==> config.mk <==
export PLATFORM = sky130hd
export DESIGN_NAME = vector_l2_normalize
export DESIGN_NICKNAME = d
export VERILOG_FILES = /design/src/design/vl2n_pkg.sv /design/src/design/vl2n_isqrt.sv /design/src/design/vl2n_div.sv /design/src/design/vl2n_dp.sv /design/src/design/vl2n_ctrl.sv /design/src/design/vector_l2_normalize.sv
export VERILOG_INCLUDE_DIRS = /design/src /design/src/design
export SDC_FILE = /design/constraint.sdc
export NUM_CORES = 2
export LEC_CHECK = 0
export ABC_AREA = 1
export BUFFER_PORTS_ARGS = -buffer_cell sky130_fd_sc_hd__buf_2
export CAP_MARGIN = 15
export CORE_MARGIN = 10
export CORE_UTILIZATION = 30
export CTS_BUF_LIST = sky130_fd_sc_hd__clkbuf_2
export CTS_CLUSTER_DIAMETER = 120
export CTS_CLUSTER_SIZE = 8
export DETAILED_ROUTE_END_ITERATION = 10
export SETUP_SLACK_MARGIN = 0.1
export SYNTH_ARGS = -nofsm -noshare
export SYNTH_HDL_FRONTEND = slang
export SYNTH_HIERARCHICAL = 1
export SYNTH_SLANG_ARGS = --single-unit
==> constraint.sdc <==
create_clock -name clk -period 9.2 [get_ports clk]
set_clock_uncertainty 0.15 [all_clocks]
set_input_delay 0.92 -clock clk [delete_from_list [all_inputs] [get_ports clk]]
set_output_delay 0.92 -clock clk [all_outputs]
set_load 0.05 [all_outputs]
==> src/design/vector_l2_normalize_assert.svh <==
// ----------------------------------------------------------------------------
// Assertion macros for the vector L2 normalizer
// Shared concurrent assertion forms used by the controller and the datapath.
// ----------------------------------------------------------------------------
`ifndef VECTOR_L2_NORMALIZE_ASSERT_SVH
`define VECTOR_L2_NORMALIZE_ASSERT_SVH

// The consequent must hold in the same cycle as the antecedent.
`define VL2N_ASSERT_IMPL(name, clock, reset, ante, cons, msg) \
  name: assert property (@(posedge clock) disable iff (reset) (ante) |-> (cons)) \
    else $error(msg);

// The consequent must hold in the cycle after the antecedent.
`define VL2N_ASSERT_NEXT(name, clock, reset, ante, cons, msg) \
  name: assert property (@(posedge clock) disable iff (reset) (ante) |=> (cons)) \
    else $error(msg);

// The condition must never be true.
`define VL2N_ASSERT_NEVER(name, clock, reset, cond, msg) \
  name: assert property (@(posedge clock) disable iff (reset) !(cond)) \
    else $error(msg);

`endif

==> src/design/vl2n_pkg.sv <==
// ----------------------------------------------------------------------------
// Vector L2 normalizer package
// Widths, constants and the command and status bundles shared by the modules.
// ----------------------------------------------------------------------------
package vl2n_pkg;

  localparam int MAX_LENGTH_DEF = 64;
  localparam int DATA_W         = 16;
  localparam int FRAC_W         = 15;
  localparam int QUOT_W         = 16;
  // One square of a 16-bit magnitude is at most 2^30.
  localparam int SQ_W           = 31;
  localparam int SUM_W_DEF      = SQ_W + $clog2(MAX_LENGTH_DEF);
  localparam int ROOT_W_DEF     = (SUM_W_DEF + 1) / 2;

  localparam logic [DATA_W-1:0] Q15_MAX = {1'b0, {(DATA_W-1){1'b1}}};

  // Commands from the controller to the datapath.
  typedef struct packed {
    logic take;        // input transfer this cycle
    logic sqrt_start;  // load the sum into the root unit
    logic rd_en;       // read the current store entry
    logic div_start;   // start dividing the entry read last cycle
    logic out_load;    // load the output register
  } cmd_t;

  // Status from the datapath to the controller.
  typedef struct packed {
    logic sqrt_done;
    logic div_done;
    logic out_free;
    logic emit_last;
  } stat_t;

endpackage

==> src/design/vl2n_isqrt.sv <==
// ----------------------------------------------------------------------------
// Iterative integer square root
// Digit-by-digit restoring root, one result bit per cycle.
// ----------------------------------------------------------------------------
module vl2n_isqrt #(
  parameter int SUM_W  = vl2n_pkg::SUM_W_DEF,
  parameter int ROOT_W = vl2n_pkg::ROOT_W_DEF
) (
  input  logic              clk,
  input  logic              rst,
  input  logic              start,
  input  logic [SUM_W-1:0]  radicand,
  output logic              done,
  output logic [ROOT_W-1:0] root
);
  import vl2n_pkg::*;

  localparam int RAD_W = 2 * ROOT_W;
  localparam int CNT_W = $clog2(ROOT_W + 1);

  logic [RAD_W-1:0]  rad;
  logic [ROOT_W+1:0] rem;
  logic [CNT_W-1:0]  steps;
  logic              busy;

  logic [ROOT_W+1:0] rem_sh;
  logic [ROOT_W+1:0] trial;
  logic              ge;

  assign rem_sh = {rem[ROOT_W-1:0], rad[RAD_W-1 -: 2]};
  assign trial  = {root, 2'b01};
  assign ge     = rem_sh >= trial;

  always_ff @(posedge clk) begin
    if (rst) begin
      busy  <= 1'b0;
      done  <= 1'b0;
      steps <= '0;
    end else begin
      done <= 1'b0;
      if (start) begin
        busy  <= 1'b1;
        steps <= CNT_W'(ROOT_W);
      end else if (busy) begin
        steps <= steps - 1'b1;
        if (steps == CNT_W'(1)) begin
          busy <= 1'b0;
          done <= 1'b1;
        end
      end
    end
  end

  always_ff @(posedge clk) begin
    if (start) begin
      rad  <= RAD_W'(radicand);
      rem  <= '0;
      root <= '0;
    end else if (busy) begin
      rad  <= rad << 2;
      rem  <= ge ? (rem_sh - trial) : rem_sh;
      root <= {root[ROOT_W-2:0], ge};
    end
  end

endmodule

==> src/design/vl2n_div.sv <==
// ----------------------------------------------------------------------------
// Iterative Q1.15 divider
// Restoring division of magnitude * 2^15 by the root, one quotient bit a cycle.
// ----------------------------------------------------------------------------
module vl2n_div #(
  parameter int ROOT_W = vl2n_pkg::ROOT_W_DEF
) (
  input  logic                        clk,
  input  logic                        rst,
  input  logic                        start,
  input  logic [vl2n_pkg::DATA_W-1:0] absval,
  input  logic [ROOT_W-1:0]           divisor,
  output logic                        done,
  output logic [vl2n_pkg::QUOT_W-1:0] quot
);
  import vl2n_pkg::*;

  localparam int CNT_W = $clog2(QUOT_W + 1);

  // The quotient never exceeds 2^15 because the magnitude is at most the
  // root, so the remainder can start from the upper dividend bits.
  logic [ROOT_W:0]     rem;
  logic [QUOT_W-1:0]   low;
  logic [CNT_W-1:0]    steps;
  logic                busy;

  logic [ROOT_W:0]     rem_sh;
  logic [ROOT_W:0]     dvs;
  logic                ge;

  assign rem_sh = {rem[ROOT_W-1:0], low[QUOT_W-1]};
  assign dvs    = {1'b0, divisor};
  assign ge     = rem_sh >= dvs;

  always_ff @(posedge clk) begin
    if (rst) begin
      busy  <= 1'b0;
      done  <= 1'b0;
      steps <= '0;
    end else begin
      done <= 1'b0;
      if (start) begin
        busy  <= 1'b1;
        steps <= CNT_W'(QUOT_W);
      end else if (busy) begin
        steps <= steps - 1'b1;
        if (steps == CNT_W'(1)) begin
          busy <= 1'b0;
          done <= 1'b1;
        end
      end
    end
  end

  always_ff @(posedge clk) begin
    if (start) begin
      rem  <= (ROOT_W+1)'(absval[DATA_W-1:1]);
      low  <= {absval[0], {FRAC_W{1'b0}}};
      quot <= '0;
    end else if (busy) begin
      rem  <= ge ? (rem_sh - dvs) : rem_sh;
      low  <= low << 1;
      quot <= {quot[QUOT_W-2:0], ge};
    end
  end

endmodule

==> src/design/vl2n_dp.sv <==
// ----------------------------------------------------------------------------
// Vector L2 normalizer datapath
// Element store, sum of squares, root and divider units, output register.
// ----------------------------------------------------------------------------
`include "vector_l2_normalize_assert.svh"

module vl2n_dp #(
  parameter int MAX_LENGTH = vl2n_pkg::MAX_LENGTH_DEF
) (
  input  logic                               clk,
  input  logic                               rst,
  input  vl2n_pkg::cmd_t                     cmd,
  output vl2n_pkg::stat_t                    stat,
  input  logic signed [vl2n_pkg::DATA_W-1:0] element,
  input  logic                               out_ready,
  output logic                               out_valid,
  output logic signed [vl2n_pkg::DATA_W-1:0] normalized,
  output logic                               last_result,
  output logic                               zero_magnitude
);
  import vl2n_pkg::*;

  localparam int CNT_W  = $clog2(MAX_LENGTH + 1);
  localparam int ADDR_W = (MAX_LENGTH > 1) ? $clog2(MAX_LENGTH) : 1;
  localparam int SUM_W  = SQ_W + $clog2(MAX_LENGTH);
  localparam int ROOT_W = (SUM_W + 1) / 2;

  logic [DATA_W-1:0]   mem [MAX_LENGTH];
  logic [CNT_W-1:0]    cnt;
  logic [SUM_W-1:0]    sum;
  logic [SQ_W-1:0]     sq;
  logic                sq_pend;
  logic [ADDR_W-1:0]   idx;
  logic [DATA_W-1:0]   rd_data;
  logic                neg;
  logic                zmag;

  logic [DATA_W-1:0]   elem_u;
  logic [DATA_W-1:0]   mag;
  logic [2*DATA_W-1:0] prod;
  logic                store_ok;
  logic                vec_end;
  logic [DATA_W-1:0]   rd_abs;
  logic [ROOT_W-1:0]   root;
  logic [QUOT_W-1:0]   quot;
  logic [DATA_W-1:0]   norm_next;
  logic [DATA_W-1:0]   pos_val;
  logic [DATA_W-1:0]   neg_val;

  assign elem_u   = element;
  assign mag      = elem_u[DATA_W-1] ? (~elem_u + 1'b1) : elem_u;
  assign prod     = mag * mag;
  assign store_ok = cnt < CNT_W'(MAX_LENGTH);
  assign vec_end  = cmd.out_load && stat.emit_last;
  assign rd_abs   = rd_data[DATA_W-1] ? (~rd_data + 1'b1) : rd_data;

  assign stat.out_free  = !out_valid || out_ready;
  assign stat.emit_last = (CNT_W'(idx) + CNT_W'(1)) == cnt;

  // Element store: written in arrival order, read back during the emit.
  always_ff @(posedge clk) begin
    if (cmd.take && store_ok) begin
      mem[cnt[ADDR_W-1:0]] <= elem_u;
    end
    if (cmd.rd_en) begin
      rd_data <= mem[idx];
    end
  end

  // The square is registered before it joins the running sum.
  always_ff @(posedge clk) begin
    sq <= prod[SQ_W-1:0];
  end

  always_ff @(posedge clk) begin
    if (rst) begin
      cnt     <= '0;
      sum     <= '0;
      sq_pend <= 1'b0;
      idx     <= '0;
    end else begin
      sq_pend <= cmd.take && store_ok;
      if (vec_end) begin
        cnt <= '0;
        sum <= '0;
        idx <= '0;
      end else begin
        if (cmd.take && store_ok) begin
          cnt <= cnt + 1'b1;
        end
        if (sq_pend) begin
          sum <= sum + SUM_W'(sq);
        end
        if (cmd.out_load) begin
          idx <= idx + 1'b1;
        end
      end
    end
  end

  vl2n_isqrt #(
    .SUM_W  (SUM_W),
    .ROOT_W (ROOT_W)
  ) u_isqrt (
    .clk      (clk),
    .rst      (rst),
    .start    (cmd.sqrt_start),
    .radicand (sum),
    .done     (stat.sqrt_done),
    .root     (root)
  );

  vl2n_div #(
    .ROOT_W (ROOT_W)
  ) u_div (
    .clk     (clk),
    .rst     (rst),
    .start   (cmd.div_start),
    .absval  (rd_abs),
    .divisor (root),
    .done    (stat.div_done),
    .quot    (quot)
  );

  always_ff @(posedge clk) begin
    if (stat.sqrt_done) begin
      zmag <= (root == '0);
    end
    if (cmd.div_start) begin
      neg <= rd_data[DATA_W-1];
    end
  end

  // A quotient of exactly one saturates on the positive side only.
  assign pos_val   = quot[QUOT_W-1] ? Q15_MAX : quot;
  assign neg_val   = ~quot + 1'b1;
  assign norm_next = zmag ? '0 : (neg ? neg_val : pos_val);

  always_ff @(posedge clk) begin
    if (rst) begin
      out_valid <= 1'b0;
    end else if (cmd.out_load) begin
      out_valid <= 1'b1;
    end else if (out_ready) begin
      out_valid <= 1'b0;
    end
  end

  always_ff @(posedge clk) begin
    if (cmd.out_load) begin
      normalized     <= norm_next;
      last_result    <= stat.emit_last;
      zero_magnitude <= zmag;
    end
  end

  `VL2N_ASSERT_NEVER(a_cnt_range, clk, rst, cnt > CNT_W'(MAX_LENGTH), "element count overflow")
  `VL2N_ASSERT_NEXT(a_vec_clear, clk, rst, vec_end, (cnt == '0) && (sum == '0), "vector state not cleared")
  `VL2N_ASSERT_IMPL(a_zero_out, clk, rst, out_valid && zero_magnitude, normalized == '0, "nonzero result on zero magnitude")

endmodule

==> src/design/vl2n_ctrl.sv <==
// ----------------------------------------------------------------------------
// Vector L2 normalizer controller
// Sequences the load, root, per-element division and output steps.
// ----------------------------------------------------------------------------
`include "vector_l2_normalize_assert.svh"

module vl2n_ctrl (
  input  logic            clk,
  input  logic            rst,
  input  logic            in_valid,
  input  logic            last_element,
  output logic            in_ready,
  output vl2n_pkg::cmd_t  cmd,
  input  vl2n_pkg::stat_t stat
);
  import vl2n_pkg::*;

  localparam logic [2:0] S_LOAD      = 3'd0;
  localparam logic [2:0] S_SUM       = 3'd1;
  localparam logic [2:0] S_SQ_START  = 3'd2;
  localparam logic [2:0] S_SQ_RUN    = 3'd3;
  localparam logic [2:0] S_READ      = 3'd4;
  localparam logic [2:0] S_DIV_START = 3'd5;
  localparam logic [2:0] S_DIV_RUN   = 3'd6;
  localparam logic [2:0] S_PUT       = 3'd7;

  logic [2:0] state;
  logic [2:0] state_next;

  assign in_ready       = (state == S_LOAD);
  assign cmd.take       = in_valid && in_ready;
  assign cmd.sqrt_start = (state == S_SQ_START);
  assign cmd.rd_en      = (state == S_READ);
  assign cmd.div_start  = (state == S_DIV_START);
  assign cmd.out_load   = (state == S_PUT) && stat.out_free;

  always_comb begin
    state_next = state;
    case (state)
      S_LOAD: begin
        if (cmd.take && last_element) begin
          state_next = S_SUM;
        end
      end
      S_SUM:       state_next = S_SQ_START;
      S_SQ_START:  state_next = S_SQ_RUN;
      S_SQ_RUN: begin
        if (stat.sqrt_done) begin
          state_next = S_READ;
        end
      end
      S_READ:      state_next = S_DIV_START;
      S_DIV_START: state_next = S_DIV_RUN;
      S_DIV_RUN: begin
        if (stat.div_done) begin
          state_next = S_PUT;
        end
      end
      S_PUT: begin
        if (stat.out_free) begin
          state_next = stat.emit_last ? S_LOAD : S_READ;
        end
      end
      default: state_next = S_LOAD;
    endcase
  end

  always_ff @(posedge clk) begin
    if (rst) begin
      state <= S_LOAD;
    end else begin
      state <= state_next;
    end
  end

  `VL2N_ASSERT_IMPL(a_sqrt_sync, clk, rst, stat.sqrt_done, state == S_SQ_RUN, "root finished outside its wait")
  `VL2N_ASSERT_IMPL(a_div_sync, clk, rst, stat.div_done, state == S_DIV_RUN, "division finished outside its wait")
  `VL2N_ASSERT_NEXT(a_last_in, clk, rst, cmd.take && last_element, !in_ready, "input taken after last element")

endmodule

==> src/design/vector_l2_normalize.sv <==
// ----------------------------------------------------------------------------
// Vector L2 normalizer
// Divides each element of a Q1.15 vector by the vector's integer L2 magnitude.
// ----------------------------------------------------------------------------
//
//  Channel  Handshake               Payload
//  -------  ----------------------  ------------------------------------------
//  input    in_valid / in_ready     element, last_element
//  output   out_valid / out_ready   normalized, last_result, zero_magnitude
//
//  While a vector is loading, one element transfer can be taken every cycle.
//  After the last element, the square root unit finds the magnitude
//  in ROOT_W root steps (19 at the default length). Each result is
//  then formed in turn by the 16-step divider.
//  Reset (rst, synchronous) clears the count, the sum and the controller.
//  A stalled output transfer holds the emit, and input stays closed until
//  the last result of the vector has been loaded into the output register.
//
module vector_l2_normalize #(
  parameter int MAX_LENGTH = vl2n_pkg::MAX_LENGTH_DEF
) (
  input  logic                               clk,
  input  logic                               rst,
  input  logic                               in_valid,
  output logic                               in_ready,
  input  logic signed [vl2n_pkg::DATA_W-1:0] element,
  input  logic                               last_element,
  output logic                               out_valid,
  input  logic                               out_ready,
  output logic signed [vl2n_pkg::DATA_W-1:0] normalized,
  output logic                               last_result,
  output logic                               zero_magnitude
);
  import vl2n_pkg::*;

  // The controller and datapath talk only through these two bundles.
  cmd_t  cmd;
  stat_t stat;

  // The controller owns the input handshake and steps through the load,
  // the root, and one read, divide and output step per stored element.
  vl2n_ctrl u_ctrl (
    .clk          (clk),
    .rst          (rst),
    .in_valid     (in_valid),
    .last_element (last_element),
    .in_ready     (in_ready),
    .cmd          (cmd),
    .stat         (stat)
  );

  // The datapath holds the store, the sum of squares, both iterative units
  // and the output register that parts the output side from the work.
  // Elements past the store capacity are dropped; a dropped last element
  // still starts the emit of what was stored.
  vl2n_dp #(
    .MAX_LENGTH (MAX_LENGTH)
  ) u_dp (
    .clk            (clk),
    .rst            (rst),
    .cmd            (cmd),
    .stat           (stat),
    .element        (element),
    .out_ready      (out_ready),
    .out_valid      (out_valid),
    .normalized     (normalized),
    .last_result    (last_result),
    .zero_magnitude (zero_magnitude)
  );

endmodule

==> flow_metrics.py <==
metrics = {
    "status": {
        "outcome": "complete, no violations",
    },
    "synth": {
        "synth_seq_cells": 1271,
        "synth_fa_ha_area_share_pct": 8.61,
        "yosys-mux-area-fraction_pct": 0,
        "synth-warning-count": 6,
        "yosys.area_share.simple_pct": 17.7,
        "synthFlopType": "edfxtp_1",
        "synth_common_cells": "nand2_1 (1477), edfxtp_1 (1113), nor2_1 (841)",
        "syn_avg_cell_area_um2": 9.87,
        "async_reset_ff_share_pct": 0,
        "synth_edf_count": 1113,
        "synth.top_cells.by_area": "edfxtp_1 (53%), nand2_1 (8.7%), fa_1 (5.2%)",
        "syn_inst": 6420,
        "synth_area_um2": 63400,
        "yosysTopAreaCell": "edfxtp_1",
        "synth_most_common_cell": "nand2_1",
        "synth_top_family_by_area": "simple AND/OR/NAND/NOR gates",
        "synth-xor-area-share_pct": 1.00,
        "synth_cell_type_count": 50,
        "synth-compound-area-share_pct": 9.31,
        "synth_top_area_share_pct": 52.7,
        "ys_seq_area_share_pct": 57.7,
    },
    "finish": {
        "postLayoutCoreUtil_pct": 32.7,
        "fin_nets": 6871,
        "drive_above_1_share_pct": 7.78,
        "areaGrowthSynthToFinish_pct": 8.24,
    },
    "timing": {
        "drv_slew": 0,
        "max_freq_mhz": 143,
        "layout_setup_ws_ns": 2.20,
        "setup_viol": 0,
        "worst_pin_slew_ns": 1.14,
        "hold_violations": 0,
        "relSlewSlack_pct": 24.2,
        "final.setup.tns_ns": 0,
        "fin_crit_ns": 7.00,
        "post-route-period-util_pct": 76.0,
        "rsz0062_at_grt": "false",
    },
    "placed_design": {
        "hpwlAfterDp_mm": 107,
        "place_ws_ns": 0.939,
        "routabilityCongestion": 0.872,
        "port_buffers": 40,
    },
    "clock_tree": {
        "root_buffer": "clkbuf_2",
        "cts_made_buffers": 177,
        "insertion_delay_ns": 1.74,
        "tritoncts": "yes",
        "clk_pin_slew_ns": 0.18,
        "cts_setup_buffers": 0,
        "cts_buffer_depth": 3,
        "cts_resized": 0,
        "cts.sinks": 1271,
        "htreeDepth": 4,
    },
    "setup_path": {
        "reg2regPathDepth": 11,
        "r2r_end": "u_dp/rd_data[12]$_DFFE_PP_",
        "worst-path-buf-inv": 8,
        "worst-path-max-fanout": 12,
        "cp-endpoint": "u_dp/sq[30]$_DFF_P_",
        "critPathLaunch": "element[8]",
        "r2r_setup_slack_ns": 4.67,
        "cp.depth": 29,
        "crit_path_frequent_cell": "nand2_1",
        "worstPathRequired_ns": 10.66,
        "crit_family": "adder cells",
        "critical_path.max_stage_delay_ns": 0.61,
        "critPathKind": "input port to register",
        "cp.arrival_ns": 8.46,
        "worst_setup_path_end_kind": "register",
        "r2r-start": "u_dp/idx[0]$_SDFFE_PP0P_",
        "start_kind": "input port",
        "slowest_stage": "nor2_1",
    },
    "drt": {
        "vias": 45800,
        "wire_per_inst_um": 18.4,
        "drtIter0Drc": 4377,
        "vias_per_cell": 4.87,
        "drc": 0,
        "final_antenna_net_count": 0,
        "totalWireLength_mm": 173,
        "firstDrtPassIters": 6,
    },
    "pwr": {
        "p_per_area_nw_per_um2": 248,
        "clockPowerShare_pct": 16.1,
        "combPwrFrac_pct": 43.9,
        "p_seq_share_pct": 40.0,
        "leakagePower_nw": 27.2,
        "ir_drop_uv": 363,
        "power.switching_mw": 7.05,
        "p_sw_share_pct": 41.4,
        "p_int_mw": 9.97,
    },
    "floorplanning": {
        "die_h_um": 480,
        "core_region_area_um2": 210000,
        "die_x_um": 480,
        "start_util_pct": 30.2,
        "ios": 41,
        "std_cell_rows": 168,
        "die_area_um2": 230000,
    },
    "global_routing": {
        "grt_usage_pct": 14.6,
        "grt_max_degree": 216,
        "overflow": 0,
        "antenna_found_initial": 5,
        "grt_pass1_vias": 45000,
        "grt_pass1_wl_mm": 266,
    },
    "flow_run": {
        "cap_viol_max_count": 0,
    },
    "min_path": {
        "hold_class": "input port to register",
    },
}
-- worst min-delay path by stage --
stage,startpoint,depth (start not counted),slack [ns],end
final,last_element,8,0.28,u_ctrl/state[2]$_SDFFE_PP0P_
after global routing,rst,5,0.14,u_dp/sum[28]$_SDFFE_PP0P_
after CTS,last_element,8,0.05,u_ctrl/state[2]$_SDFFE_PP0P_
after detailed placement,u_dp/u_isqrt/rad[35]$_DFFE_PP_,2,0.30,u_dp/u_isqrt/rad[37]$_SDFFE_PP0P_
after global placement,u_dp/u_isqrt/rad[35]$_DFFE_PP_,2,0.30,u_dp/u_isqrt/rad[37]$_SDFFE_PP0P_
after floorplan,u_dp/u_isqrt/rad[35]$_DFFE_PP_,2,0.27,u_dp/u_isqrt/rad[37]$_SDFFE_PP0P_
-- layout by cell type (no fill, tap or decap), types with 24 or more instances in the layout --
cell / count
nand3b_1: 30
nand4_1: 24
a21oi_1: 110
clkbuf_2: 230
dfxtp_1: 154
o22ai_1: 288
xor2_1: 48
buf_2: 38
ha_1: 174
fa_1: 164
nor3_1: 33
o21ai_0: 575
buf_4: 115
edfxtp_1: 1113
dlygate4sd3_1: 31
inv_1: 602
nor2_1: 840
nand3_1: 280
nand2_1: 1477
-- per-stage QoR --
step	std cells	total power, mW	hold slack, ns	instance area (µm²)
final	9392	17.0	0.280	68600
after global routing	9392	18.5	0.136	68600
after CTS	9384	17.1	0.0464	68500
after detailed placement	9105	14.3	0.301	66900
after global placement	9105	14.3	0.296	66900
after floorplan	6429	12.4	0.272	63400
-- state kept, by name, summed over array words and instances (netlist names), 6 cells and up --
signal,flops
u_dp/sq,30
u_dp/u_isqrt/root,19
u_dp/rd_data,16
u_dp/sum,37
u_dp/normalized,16
u_dp/mem,1024
u_dp/cnt,7
u_dp/idx,6
u_dp/u_div/rem,19
u_dp/u_isqrt/rad,38
u_dp/u_div/quot,16
u_dp/u_isqrt/rem,19
-- cell type report --
| cell class | count | area [µm²] |
|---|---|---|
| fill | 21400 | 141000 |
| sequential | 1271 | 36600 |
| multi-input combinational | 4246 | 23300 |
| tap | 2805 | 3510 |
| inverter | 626 | 2360 |
| timing repair buffer | 190 | 1500 |
| clock buffer | 230 | 1150 |
| clock inverter | 18 | 214 |
| antenna | 6 | 15.0 |
-- routing by layer --
metal	wire, µm	global-route usage [%]
met1	74900	19.6
met2	80800	24.0
met3	11500	2.13
met4	5610	5.03
met5	0	0
-- worst min-delay path, stage by stage --
cell and delay [ns]:
dlygate4sd3_1 0.53, buf_2 0.12, nand2_1 0.14, nand3_1 0.10
nand2_1 0.07, inv_2 0.04, nand3_2 0.05, a21oi_1 0.05
-- power groups by stage --
stage / Sequential (mW) / Clock (mW) / Combinational (mW)
final: 6.81 / 2.73 / 7.47
after global routing: 6.84 / 3.07 / 8.61
after CTS: 6.81 / 2.85 / 7.47
after detailed placement: 6.94 / 0 / 7.41
after global placement: 6.93 / 0 / 7.39
after floorplan: 6.86 / 0 / 5.49
-- cell families (layout without fill, tap and decap cells) --
family / Yosys count / count (layout)
XOR/XNOR: 71 / 71
AND/OR/NAND/NOR: 2759 / 2759
flip-flops: 1271 / 1271
AO/OA/AOI/OAI: 1067 / 1067
adder cells (fa/ha/maj): 338 / 338
buffers and inverters: 912 / 1064
other: 2 / 17
-- repair_timing --
| item | in CTS | in global routing |
|---|---|---|
| hold buffers | 31 | 0 |
| endpoints found under the hold margin | 1091 | 0 |
| endpoints found under the setup margin | 0 | 0 |
(Power assumes the default switching activity.)
